File: src/hw/rtl/prc_pkg.sv
// prc_pkg: field widths, stream word layout and the result record of the page run coalescer
// no dependencies; used by page_run_coalescer_core and tb_page_run_coalescer_core
package prc_pkg;

	localparam int unsigned VA_W     = 64;
	localparam int unsigned PA_W     = 64;
	localparam int unsigned STRIDE_W = 32;
	localparam int unsigned CNT_W    = 32;

	// input word: va_base, page_stride, phys_addr (160 bits, whole bytes)
	localparam int unsigned IN_DATA_W  = VA_W + STRIDE_W + PA_W;
	// output word: run_virt_addr, run_phys_addr, run_pages (160 bits, whole bytes)
	localparam int unsigned OUT_DATA_W = VA_W + PA_W + CNT_W;

	// result buffer depth; one item gives at most two results
	localparam int unsigned OBUF_DEPTH = 2;
	localparam int unsigned OBUF_PTR_W = $clog2(OBUF_DEPTH);
	localparam int unsigned OBUF_CNT_W = $clog2(OBUF_DEPTH + 1);

	typedef logic [VA_W-1:0]     va_t;
	typedef logic [PA_W-1:0]     pa_t;
	typedef logic [STRIDE_W-1:0] stride_t;
	typedef logic [CNT_W-1:0]    cnt_t;

	typedef struct packed {
		logic done;
		cnt_t pages;
		pa_t  phys;
		va_t  virt;
	} run_rec_t;

endpackage

File: src/hw/rtl/page_run_coalescer_core.sv
// page_run_coalescer_core: merges the pages of a page-table update into contiguous runs
// depends on prc_pkg (widths, word layout, result record)
//
// Each input word is one page of an update event. The word flagged on tuser opens an event
// and brings the virtual base and page size; tlast marks the event's final page. A page whose
// physical address is the previous one plus the page size (modulo 2^64) extends the open run;
// any other address closes the open run, which is sent, and opens a new one. The final page
// sends the last run with tlast set, so one page can send two run words. Pages outside an
// event are dropped, and a new event dropping an unfinished one sends nothing for it.
// Run counts saturate at all ones; virtual addresses keep advancing. In order, a word is
// registered on input, evaluated against the held run state (one 64-bit add and compare,
// one 64-bit add) and written into a two-entry result buffer feeding m_axis. The block
// takes one page per cycle while the result buffer has room, and sends one run word per
// cycle while results wait and m_axis_tready is high; a page that sends two words waits
// until the result buffer is empty. A run word reaches m_axis from the registered buffer.
module page_run_coalescer_core (
	input  logic                           clk,
	input  logic                           arst_n,
	// input stream
	input  logic                           s_axis_tvalid,
	output logic                           s_axis_tready,
	// tdata, low bit up: va_base[63:0], page_stride[95:64], phys_addr[159:96]
	input  logic [prc_pkg::IN_DATA_W-1:0]  s_axis_tdata,
	// tuser: first_page
	input  logic                           s_axis_tuser,
	// tlast: last_page
	input  logic                           s_axis_tlast,
	// result stream
	output logic                           m_axis_tvalid,
	input  logic                           m_axis_tready,
	// tdata, low bit up: run_virt_addr[63:0], run_phys_addr[127:64], run_pages[159:128]
	output logic [prc_pkg::OUT_DATA_W-1:0] m_axis_tdata,
	// tlast: event_done
	output logic                           m_axis_tlast
);

	// input register stage
	logic                   valid_s1;
	logic                   first_s1;
	logic                   last_s1;
	prc_pkg::va_t           va_s1;
	prc_pkg::stride_t       stride_s1;
	prc_pkg::pa_t           phys_s1;

	// held run state
	prc_pkg::va_t           open_virt_q;
	prc_pkg::pa_t           open_phys_q;
	prc_pkg::pa_t           prior_phys_q;
	prc_pkg::va_t           next_virt_q;
	prc_pkg::cnt_t          open_count_q;
	prc_pkg::stride_t       held_stride_q;
	logic                   run_active_q;

	// next run state
	prc_pkg::va_t           open_virt_nx;
	prc_pkg::pa_t           open_phys_nx;
	prc_pkg::va_t           next_virt_nx;
	prc_pkg::cnt_t          open_count_nx;
	prc_pkg::stride_t       stride_nx;
	logic                   run_active_nx;

	// per-word decisions
	logic                   live;
	logic                   contig;
	logic                   brk;
	logic                   emit_done;
	logic [1:0]             n_res;
	prc_pkg::run_rec_t      res0;
	prc_pkg::run_rec_t      res1;
	logic                   consume;

	// result buffer
	prc_pkg::run_rec_t                  obuf_q [prc_pkg::OBUF_DEPTH];
	logic [prc_pkg::OBUF_PTR_W-1:0]     wr_ptr_q;
	logic [prc_pkg::OBUF_PTR_W-1:0]     rd_ptr_q;
	logic [prc_pkg::OBUF_CNT_W-1:0]     obuf_cnt_q;
	logic [prc_pkg::OBUF_CNT_W-1:0]     obuf_free;
	logic                               pop;
	prc_pkg::run_rec_t                  head;

	// input side: the stage frees up whenever its word is evaluated
	assign s_axis_tready = !valid_s1 || consume;

	always_ff @(posedge clk or negedge arst_n) begin
		if (!arst_n) begin
			valid_s1 <= 1'b0;
		end else if (s_axis_tvalid && s_axis_tready) begin
			valid_s1 <= 1'b1;
		end else if (consume) begin
			valid_s1 <= 1'b0;
		end
	end

	always_ff @(posedge clk) begin
		if (s_axis_tvalid && s_axis_tready) begin
			first_s1  <= s_axis_tuser;
			last_s1   <= s_axis_tlast;
			va_s1     <= s_axis_tdata[prc_pkg::VA_W-1:0];
			stride_s1 <= s_axis_tdata[prc_pkg::VA_W +: prc_pkg::STRIDE_W];
			phys_s1   <= s_axis_tdata[prc_pkg::VA_W + prc_pkg::STRIDE_W +: prc_pkg::PA_W];
		end
	end

	// run evaluation for the word in the input stage
	always_comb begin
		// a word counts only inside an event
		live      = first_s1 || run_active_q;
		// page continues the run when it sits one page above the previous one
		contig    = (phys_s1 == prior_phys_q + prc_pkg::pa_t'(held_stride_q));
		brk       = run_active_q && !first_s1 && !contig;
		emit_done = live && last_s1;
		n_res     = {1'b0, brk} + {1'b0, emit_done};

		open_virt_nx  = open_virt_q;
		open_phys_nx  = open_phys_q;
		open_count_nx = open_count_q;
		stride_nx     = held_stride_q;

		if (first_s1) begin
			stride_nx     = stride_s1;
			open_virt_nx  = va_s1;
			open_phys_nx  = phys_s1;
			open_count_nx = prc_pkg::cnt_t'(1);
		end else if (brk) begin
			open_virt_nx  = next_virt_q;
			open_phys_nx  = phys_s1;
			open_count_nx = prc_pkg::cnt_t'(1);
		end else if (open_count_q != '1) begin
			// saturating page count
			open_count_nx = open_count_q + prc_pkg::cnt_t'(1);
		end

		next_virt_nx  = (first_s1 ? va_s1 : next_virt_q) + prc_pkg::va_t'(stride_nx);
		run_active_nx = live && !last_s1;

		res0.virt  = open_virt_q;
		res0.phys  = open_phys_q;
		res0.pages = open_count_q;
		res0.done  = 1'b0;
		res1.virt  = open_virt_nx;
		res1.phys  = open_phys_nx;
		res1.pages = open_count_nx;
		res1.done  = 1'b1;
		// with a single result, the slot-0 record is whichever run closes
		if (!brk) begin
			res0 = res1;
		end
	end

	// evaluate only when the buffer has room for every result this word sends;
	// free space ignores a same-cycle pop so m_axis_tready never reaches s_axis_tready
	assign obuf_free = prc_pkg::OBUF_CNT_W'(prc_pkg::OBUF_DEPTH) - obuf_cnt_q;
	assign consume   = valid_s1 && (prc_pkg::OBUF_CNT_W'(n_res) <= obuf_free);

	always_ff @(posedge clk or negedge arst_n) begin
		if (!arst_n) begin
			open_virt_q   <= '0;
			open_phys_q   <= '0;
			prior_phys_q  <= '0;
			next_virt_q   <= '0;
			open_count_q  <= '0;
			held_stride_q <= '0;
			run_active_q  <= 1'b0;
		end else if (consume && live) begin
			open_virt_q   <= open_virt_nx;
			open_phys_q   <= open_phys_nx;
			prior_phys_q  <= phys_s1;
			next_virt_q   <= next_virt_nx;
			open_count_q  <= open_count_nx;
			held_stride_q <= stride_nx;
			run_active_q  <= run_active_nx;
		end
	end

	// result buffer: two-entry ring, up to two writes per cycle
	always_ff @(posedge clk) begin
		if (consume && (n_res != 2'd0)) begin
			obuf_q[wr_ptr_q] <= res0;
		end
		if (consume && (n_res == 2'd2)) begin
			obuf_q[~wr_ptr_q] <= res1;
		end
	end

	assign pop  = m_axis_tvalid && m_axis_tready;
	assign head = obuf_q[rd_ptr_q];

	always_ff @(posedge clk or negedge arst_n) begin
		if (!arst_n) begin
			wr_ptr_q   <= '0;
			rd_ptr_q   <= '0;
			obuf_cnt_q <= '0;
		end else begin
			if (consume) begin
				wr_ptr_q <= wr_ptr_q + prc_pkg::OBUF_PTR_W'(n_res[0]);
			end
			if (pop) begin
				rd_ptr_q <= rd_ptr_q + prc_pkg::OBUF_PTR_W'(1);
			end
			obuf_cnt_q <= obuf_cnt_q
				+ (consume ? prc_pkg::OBUF_CNT_W'(n_res) : '0)
				- prc_pkg::OBUF_CNT_W'(pop);
		end
	end

	// output side
	assign m_axis_tvalid = (obuf_cnt_q != '0);
	assign m_axis_tdata  = {head.pages, head.phys, head.virt};
	assign m_axis_tlast  = head.done;

`ifndef SYNTHESIS
	// buffer never overfills
	a_obuf_bound: assert property (@(posedge clk) disable iff (!arst_n)
		obuf_cnt_q <= prc_pkg::OBUF_CNT_W'(prc_pkg::OBUF_DEPTH))
		else $error("result buffer overflow");

	// a page sending two runs is only evaluated into an empty buffer
	a_pair_room: assert property (@(posedge clk) disable iff (!arst_n)
		(consume && (n_res == 2'd2)) |-> (obuf_cnt_q == '0))
		else $error("two results written without room");

	// closing page always ends the event
	a_close: assert property (@(posedge clk) disable iff (!arst_n)
		(consume && last_s1) |=> !run_active_q)
		else $error("run still open after last page");

	// a run is sent with at least one page
	a_pages: assert property (@(posedge clk) disable iff (!arst_n)
		m_axis_tvalid |-> (head.pages != '0))
		else $error("empty run sent");
`endif

endmodule

File: config.mk
export PLATFORM = sky130hd
export DESIGN_NAME = page_run_coalescer_core
export DESIGN_NICKNAME = d
export VERILOG_FILES = /design/src/hw/rtl/prc_pkg.sv /design/src/hw/rtl/page_run_coalescer_core.sv
export SDC_FILE = /design/constraint.sdc
export NUM_CORES = 2
export LEC_CHECK = 0
export BUFFER_PORTS_ARGS = -buffer_cell sky130_fd_sc_hd__buf_2
export CORE_UTILIZATION = 55
export CTS_BUF_LIST = sky130_fd_sc_hd__clkbuf_8
export DETAILED_ROUTE_END_ITERATION = 12
export GPL_TIMING_DRIVEN = 0
export PLACE_DENSITY = 0.75
export SYNTH_ARGS = -nofsm -noshare
export SYNTH_HDL_FRONTEND = slang
export SYNTH_SLANG_ARGS = --single-unit
File: constraint.sdc
create_clock -name clk -period 32.8 [get_ports clk]
set_input_delay 0 -clock clk [delete_from_list [all_inputs] [get_ports clk]]
set_output_delay 0 -clock clk [all_outputs]
set_load 0.005 [all_outputs]
## After elaboration in Yosys (flattened, before gate mapping)

Memories as Yosys holds them, arrays and structs flattened.
Index checks and enable logic that the tools add are counted.

| operators by class | value |
|---|---|
| $add $sub $neg | 9 |
| order comparisons | 1 |
| eq/ne operators | 3 |
| mux-type cells | 17 |
| bitwise operators | 1 |
| reductions and logical operators | 19 |

Operators with widths:

| kind | count |
|---|---|
| 64-bit 2-to-1 mux | 5 |
| 161-bit 2-to-1 mux | 1 |
| 64-bit by 32-bit adder with 64-bit output | 2 |
| 32-bit 2-to-1 mux | 4 |
| 64-bit == test | 1 |
| 32-bit by 1-bit adder with 32-bit output (second input constant) | 1 |
| 32-bit != test (second input constant) | 1 |
| 1-bit logical AND | 10 |
| 1-bit 2-to-1 mux | 6 |
| 2-bit nonzero test | 3 |
| 1-bit logical NOT | 4 |
| 1-bit by 1-bit adder with 2-bit output | 1 |
| 2-bit adder | 1 |
| 2-bit == test (second input constant) | 1 |
| 2-bit less-or-equal comparator | 1 |
| 1-bit logical OR | 2 |
| 2-bit 2-to-1 mux | 1 |
| 2-bit by 1-bit subtractor with 2-bit output | 1 |
| 2-bit subtractor (first input constant) | 1 |
| 1-bit adder | 1 |
| 1-bit adder (second input constant) | 1 |
| 1-bit NOT | 1 |

| word-level totals | value |
|---|---|
| bits in registers | 488 |
| bits in writable memories | 322 |
| bits of input ports | 166 |
| logic and storage cells | 67 |
| memories kept | 1 |

Memory list:

| name | depth | width | read ports | clocked after Yosys merged registers in | write ports | RTL line | source |
|---|---|---|---|---|---|---|---|
| obuf_q | 2 | 161 | 1 | 0 | 2 | page_run_coalescer_core.sv:73 | `prc_pkg::run_rec_t obuf_q [prc_pkg::OBUF_DEPTH];` |

## Longest topological paths before layout

| logic depth | value |
|---|---|
| depth in word-level cells | 10 |
| mapped depth | 31 |

## Worst setup path after synthesis

No wires, ideal clock.

| path | value |
|---|---|
| kind | reg2reg |
| start | register held_stride_q[23] |
| end | memory obuf_q[0][133] (netlist name), data pin |
| library setup time | 0.169 ns |
| data arrival time | 10.531 ns |
| required time | 32.631 ns |
| path slack | 22.099 ns |
| cell stages (with the launch flop) | 28 |
| clock period less this slack | 10.701 ns |
| path through | dfrtp_1 ha_1 clkbuf_1 nand4_1 or2_2 a211oi_1 o31ai_1 nor3_1 mux2_1 or4_1 nor4_1 nand2_1 o21ai_1 buf_2 nor2_1 ha_1 ha_1 nor2b_1 o21ai_0 and2_1 and3_1 clkbuf_1 nor2_1 inv_1 clkbuf_1 and3_1 o21ai_0 o31ai_1 |

RTL lines:

| element | RTL line | source |
|---|---|---|
| start, declared | page_run_coalescer_core.sv:51 | `prc_pkg::stride_t held_stride_q;` |
| start signal, assigned | page_run_coalescer_core.sv:170 | `held_stride_q <= stride_nx;` |
| end, declared | page_run_coalescer_core.sv:73 |  |

==> flow_summary.yaml <==
run_status:
  status: "finished with violations"
  violations: "max-capacitance violations, max-slew violations"
floorplanning:
  fp.dieH_um: 287
  start_util_pct: 55.5
  die_w_um: 287
  die-area_um2: 82100
  io_pins: 329
  core_area_um2: 80300
  rows: 104
clock_tree:
  clock-root-buffer: "clkbuf_8"
  cts.sinks: 810
  cts_buffers: 138
  path_clk_slew_ns: 0.06
  cts_tree: "yes"
  clk_latency_ns: 0.83
  post_cts_buffers: 0
  clk_path_buf_depth: 3
  cts_htree_levels: 4
yosys:
  synth_top_area_share_pct: 32.5
  synth.yosys.seq_area_share_pct: 50.9
  synthFlopType: "edfxtp_1"
  syn-num-nets: 4456
  synthCells: 4215
  synth_seq_cells: 810
  async_flop_share_pct: 40.2
  synth_area_leader_cell: "edfxtp_1"
  avgSynthCellArea_um2: 10.6
  yosys-top-cells-area: "edfxtp_1 (32%), dfrtp_1 (18%), mux2_2 (5.9%), nand2_1 (3.7%), o21ai_0 (2.6%)"
  yosys_warnings: 0
  synth_edf_count: 482
  ys_types: 82
  synth_area_um2: 44600
sta:
  rsz0062_at_grt: "no"
  worstMarginPinSlew_ns: 1.57
  finClkSkew_ns: 0.0472
  totalNegativeSetupSlack_ns: 0
  finalWorstSetupSlack_ns: 21.97
  slew_headroom_pct: -4.39
  final_max_slew_viol_count: 11
  setup_viol: 0
  period_needed_ns: 10.83
  max_freq_mhz: 92.3
  hold_violations: 0
  min_period_over_period_pct: 33.0
detailed_routing:
  via_per_inst: 6.75
  vias: 41870
  route.detailed.drc: 0
  wl_per_cell_um: 27.3
  drtIter0Drc: 6806
  dr.pass1.iters: 10
  ant_nets: 0
  routed_wl_mm: 169
place:
  io_buffers: 328
  post_dp_cell_area_um2: 47900
  place_congestion: 1.06
  place_ws_ns: 22.96
  dp_hpwl_mm: 115
layout:
  stdcell_area_um2: 54000
  drive_gt1_share_pct: 16.7
  fill_cells: 6065
  multiInputGateArea_um2: 20300
  fin_nets: 5266
  syn_to_final_growth_pct: 21.2
  ff_latch_area_um2: 22700
worst_setup_path:
  reg2reg_slack_ns: 21.97
  timing.rr.start: "first_s1"
  r2r-end: "obuf_q[0][100]"
  cp-start-kind: "flip-flop"
  end_kind: "flip-flop"
  reg2reg_depth: 21
  path_class: "reg2reg"
  required_ns: 33.45
  path_max_fanout: 10
  cp.arrival_ns: 11.48
power_and_ir_drop:
  clock_power_share_pct: 14.6
  p_int_mw: 3.37
  vdd_drop_max_mv: 0.0882
  p_sw_mw: 3.14
  p_sw_share_pct: 48.2
  leakagePower_nw: 21.0
  p_per_area_nw_per_um2: 121
  comb_power_share_pct: 54.2
  seq_power_share_pct: 31.1
min_path:
  min_path_cells: 4
  hold_start: "m_axis_tready"
  min_path_type: "in2reg"
  holdPathEnd: "rd_ptr_q"
grt:
  overflow: 0
  grt_usage_pct: 40.6
  grt_max_degree: 106
  grt_first_pass_wirelength_mm: 250
  grt_antenna_before_repair: 6
  grt_pass1_vias: 40150
run:
  cap_violations: 1
-- critical path, stage by stage (launching register included) --
cell and delay (ns):
edfxtp_1 0.55, clkbuf_1 0.63, clkbuf_1 0.61, buf_1 0.63, clkbuf_1 0.76, clkbuf_1 0.69
clkbuf_1 0.85, o21ai_0 0.28, inv_1 0.13, ha_1 0.30, ha_1 0.29, nor2b_1 0.13
o21ai_0 0.53, nand2_1 0.20, nor3_1 0.72, nor2_1 0.42, inv_1 0.53, nand2_1 0.31
a21oi_2 1.15, buf_4 0.47, buf_4 0.25, a22o_1 0.18
-- placed cells by master (no fill, tap or decap), types with 20 or more instances in the layout --
cell	n
nor2_1	183
xor2_1	64
nand3_1	151
inv_1	107
nand4_1	57
o22ai_1	69
o221ai_1	45
clkinv_1	20
xnor2_1	73
a21oi_1	127
nor3_1	219
dfrtp_1	326
clkbuf_1	249
dlygate4sd3_1	329
a31oi_1	55
nand2_1	445
edfxtp_1	482
a22oi_1	34
o21ai_0	231
nor4_1	130
o31ai_1	59
mux2i_1	70
nor2b_1	28
and3_1	66
mux2_2	234
clkbuf_8	157
mux2_1	62
o211ai_1	26
a211oi_1	46
a22o_1	129
a21o_1	30
o21a_1	25
a221o_1	63
buf_2	366
ha_1	73
-- stage by stage --
| step | std cells | power [mW] | hold WS (ns) | utilization [%] |
|---|---|---|---|---|
| 2_1_floorplan | 4215 | 4.09 | -0.296 | - |
| 3_3_place_gp | 5603 | 5.34 | 0.176 | 59.2 |
| 3_5_place_dp | 5615 | 5.34 | -0.151 | 59.6 |
| 4_1_cts | 6201 | 6.32 | 0.170 | 67.2 |
| 5_1_grt | 6203 | 6.77 | 0.204 | 67.3 |
| 6_report | 6204 | 6.51 | 0.208 | 67.3 |
-- state kept, by name, indices dropped and copies added, names as in the netlist --
register       flops
obuf_q           322
first_s1           1
held_stride_q     32
wr_ptr_q           1
va_s1             64
stride_s1         32
prior_phys_q      64
open_phys_q       64
obuf_cnt_q         2
open_count_q      32
run_active_q       1
phys_s1           64
last_s1            1
rd_ptr_q           1
next_virt_q       64
valid_s1           1
open_virt_q       64
-- cell type report --
type	count	share of cell area, %
clock inverter	99	1.21
buffer	321	2.46
clock buffer	157	4.00
tap	1060	2.46
timing repair buffer	670	9.74
antenna	3	0.0139
multi-input combinational	3017	37.7
inverter	67	0.475
sequential	810	42.0
-- power groups by stage --
stage          clock network (mW)  logic (mW)  registers [mW]
2_1_floorplan                   0        2.15            1.93
3_3_place_gp                    0        3.25            2.09
3_5_place_dp                    0        3.33            2.02
4_1_cts                     0.945        3.37            2.00
5_1_grt                     0.997        3.71            2.06
6_report                    0.952        3.53            2.03
-- routing by layer --
layer | share of wire, % | track usage [%] | up-vias
met3 | 13 | 11.8 | 615
met5 | 0.049 | 0 | -
met1 | 38 | 54.6 | 20278
li1 | - | - | 17830
met2 | 44 | 60.4 | 3140
met4 | 5.2 | 19.2 | 7
-- synthesized netlist by cell type (62+ instances only) --
master,n
xnor2_1,73
mux2i_1,70
clkbuf_1,250
a21oi_1,128
and3_1,66
nand3_1,151
xor2_1,64
nor4_1,130
nand2_1,445
inv_1,65
mux2_1,62
a22o_1,129
dfrtp_1,326
a221o_1,63
edfxtp_1,482
o22ai_1,71
ha_1,73
nor2_1,183
mux2_2,234
o21ai_0,231
nor3_1,220
-- how the worst max path moves through the flow --
stage | start | to | cells after the start
6_report | first_s1 | obuf_q[0][100] | 21
5_1_grt | held_stride_q[23] | obuf_q[0][100] | 27
4_1_cts | held_stride_q[24] | obuf_q[0][92] | 27
3_5_place_dp | held_stride_q[24] | obuf_q[0][90] | 27
3_3_place_gp | held_stride_q[23] | obuf_q[0][151] | 26
2_1_floorplan | held_stride_q[23] | obuf_q[0][133] | 27
-- timing repair --
item	CTS	global route
endpoints found under the hold margin	538	0
hold buffers	330	0
gates resized for setup	0	0
-- kinds of logic (layout without fill, tap and decap cells) --
logic type	after synthesis	in the layout	share of synthesized area [%]
AO/OA/AOI/OAI	1059	1059	16.7
XOR/XNOR	137	137	2.69
adder cells (fa/ha/maj)	75	75	2.14
buffers and inverters	388	1314	3.54
flip-flops	810	810	50.9
multiplexers	366	366	9.05
other	0	3	0
AND/OR/NAND/NOR	1380	1380	15.0
(Power assumes the default switching activity.)
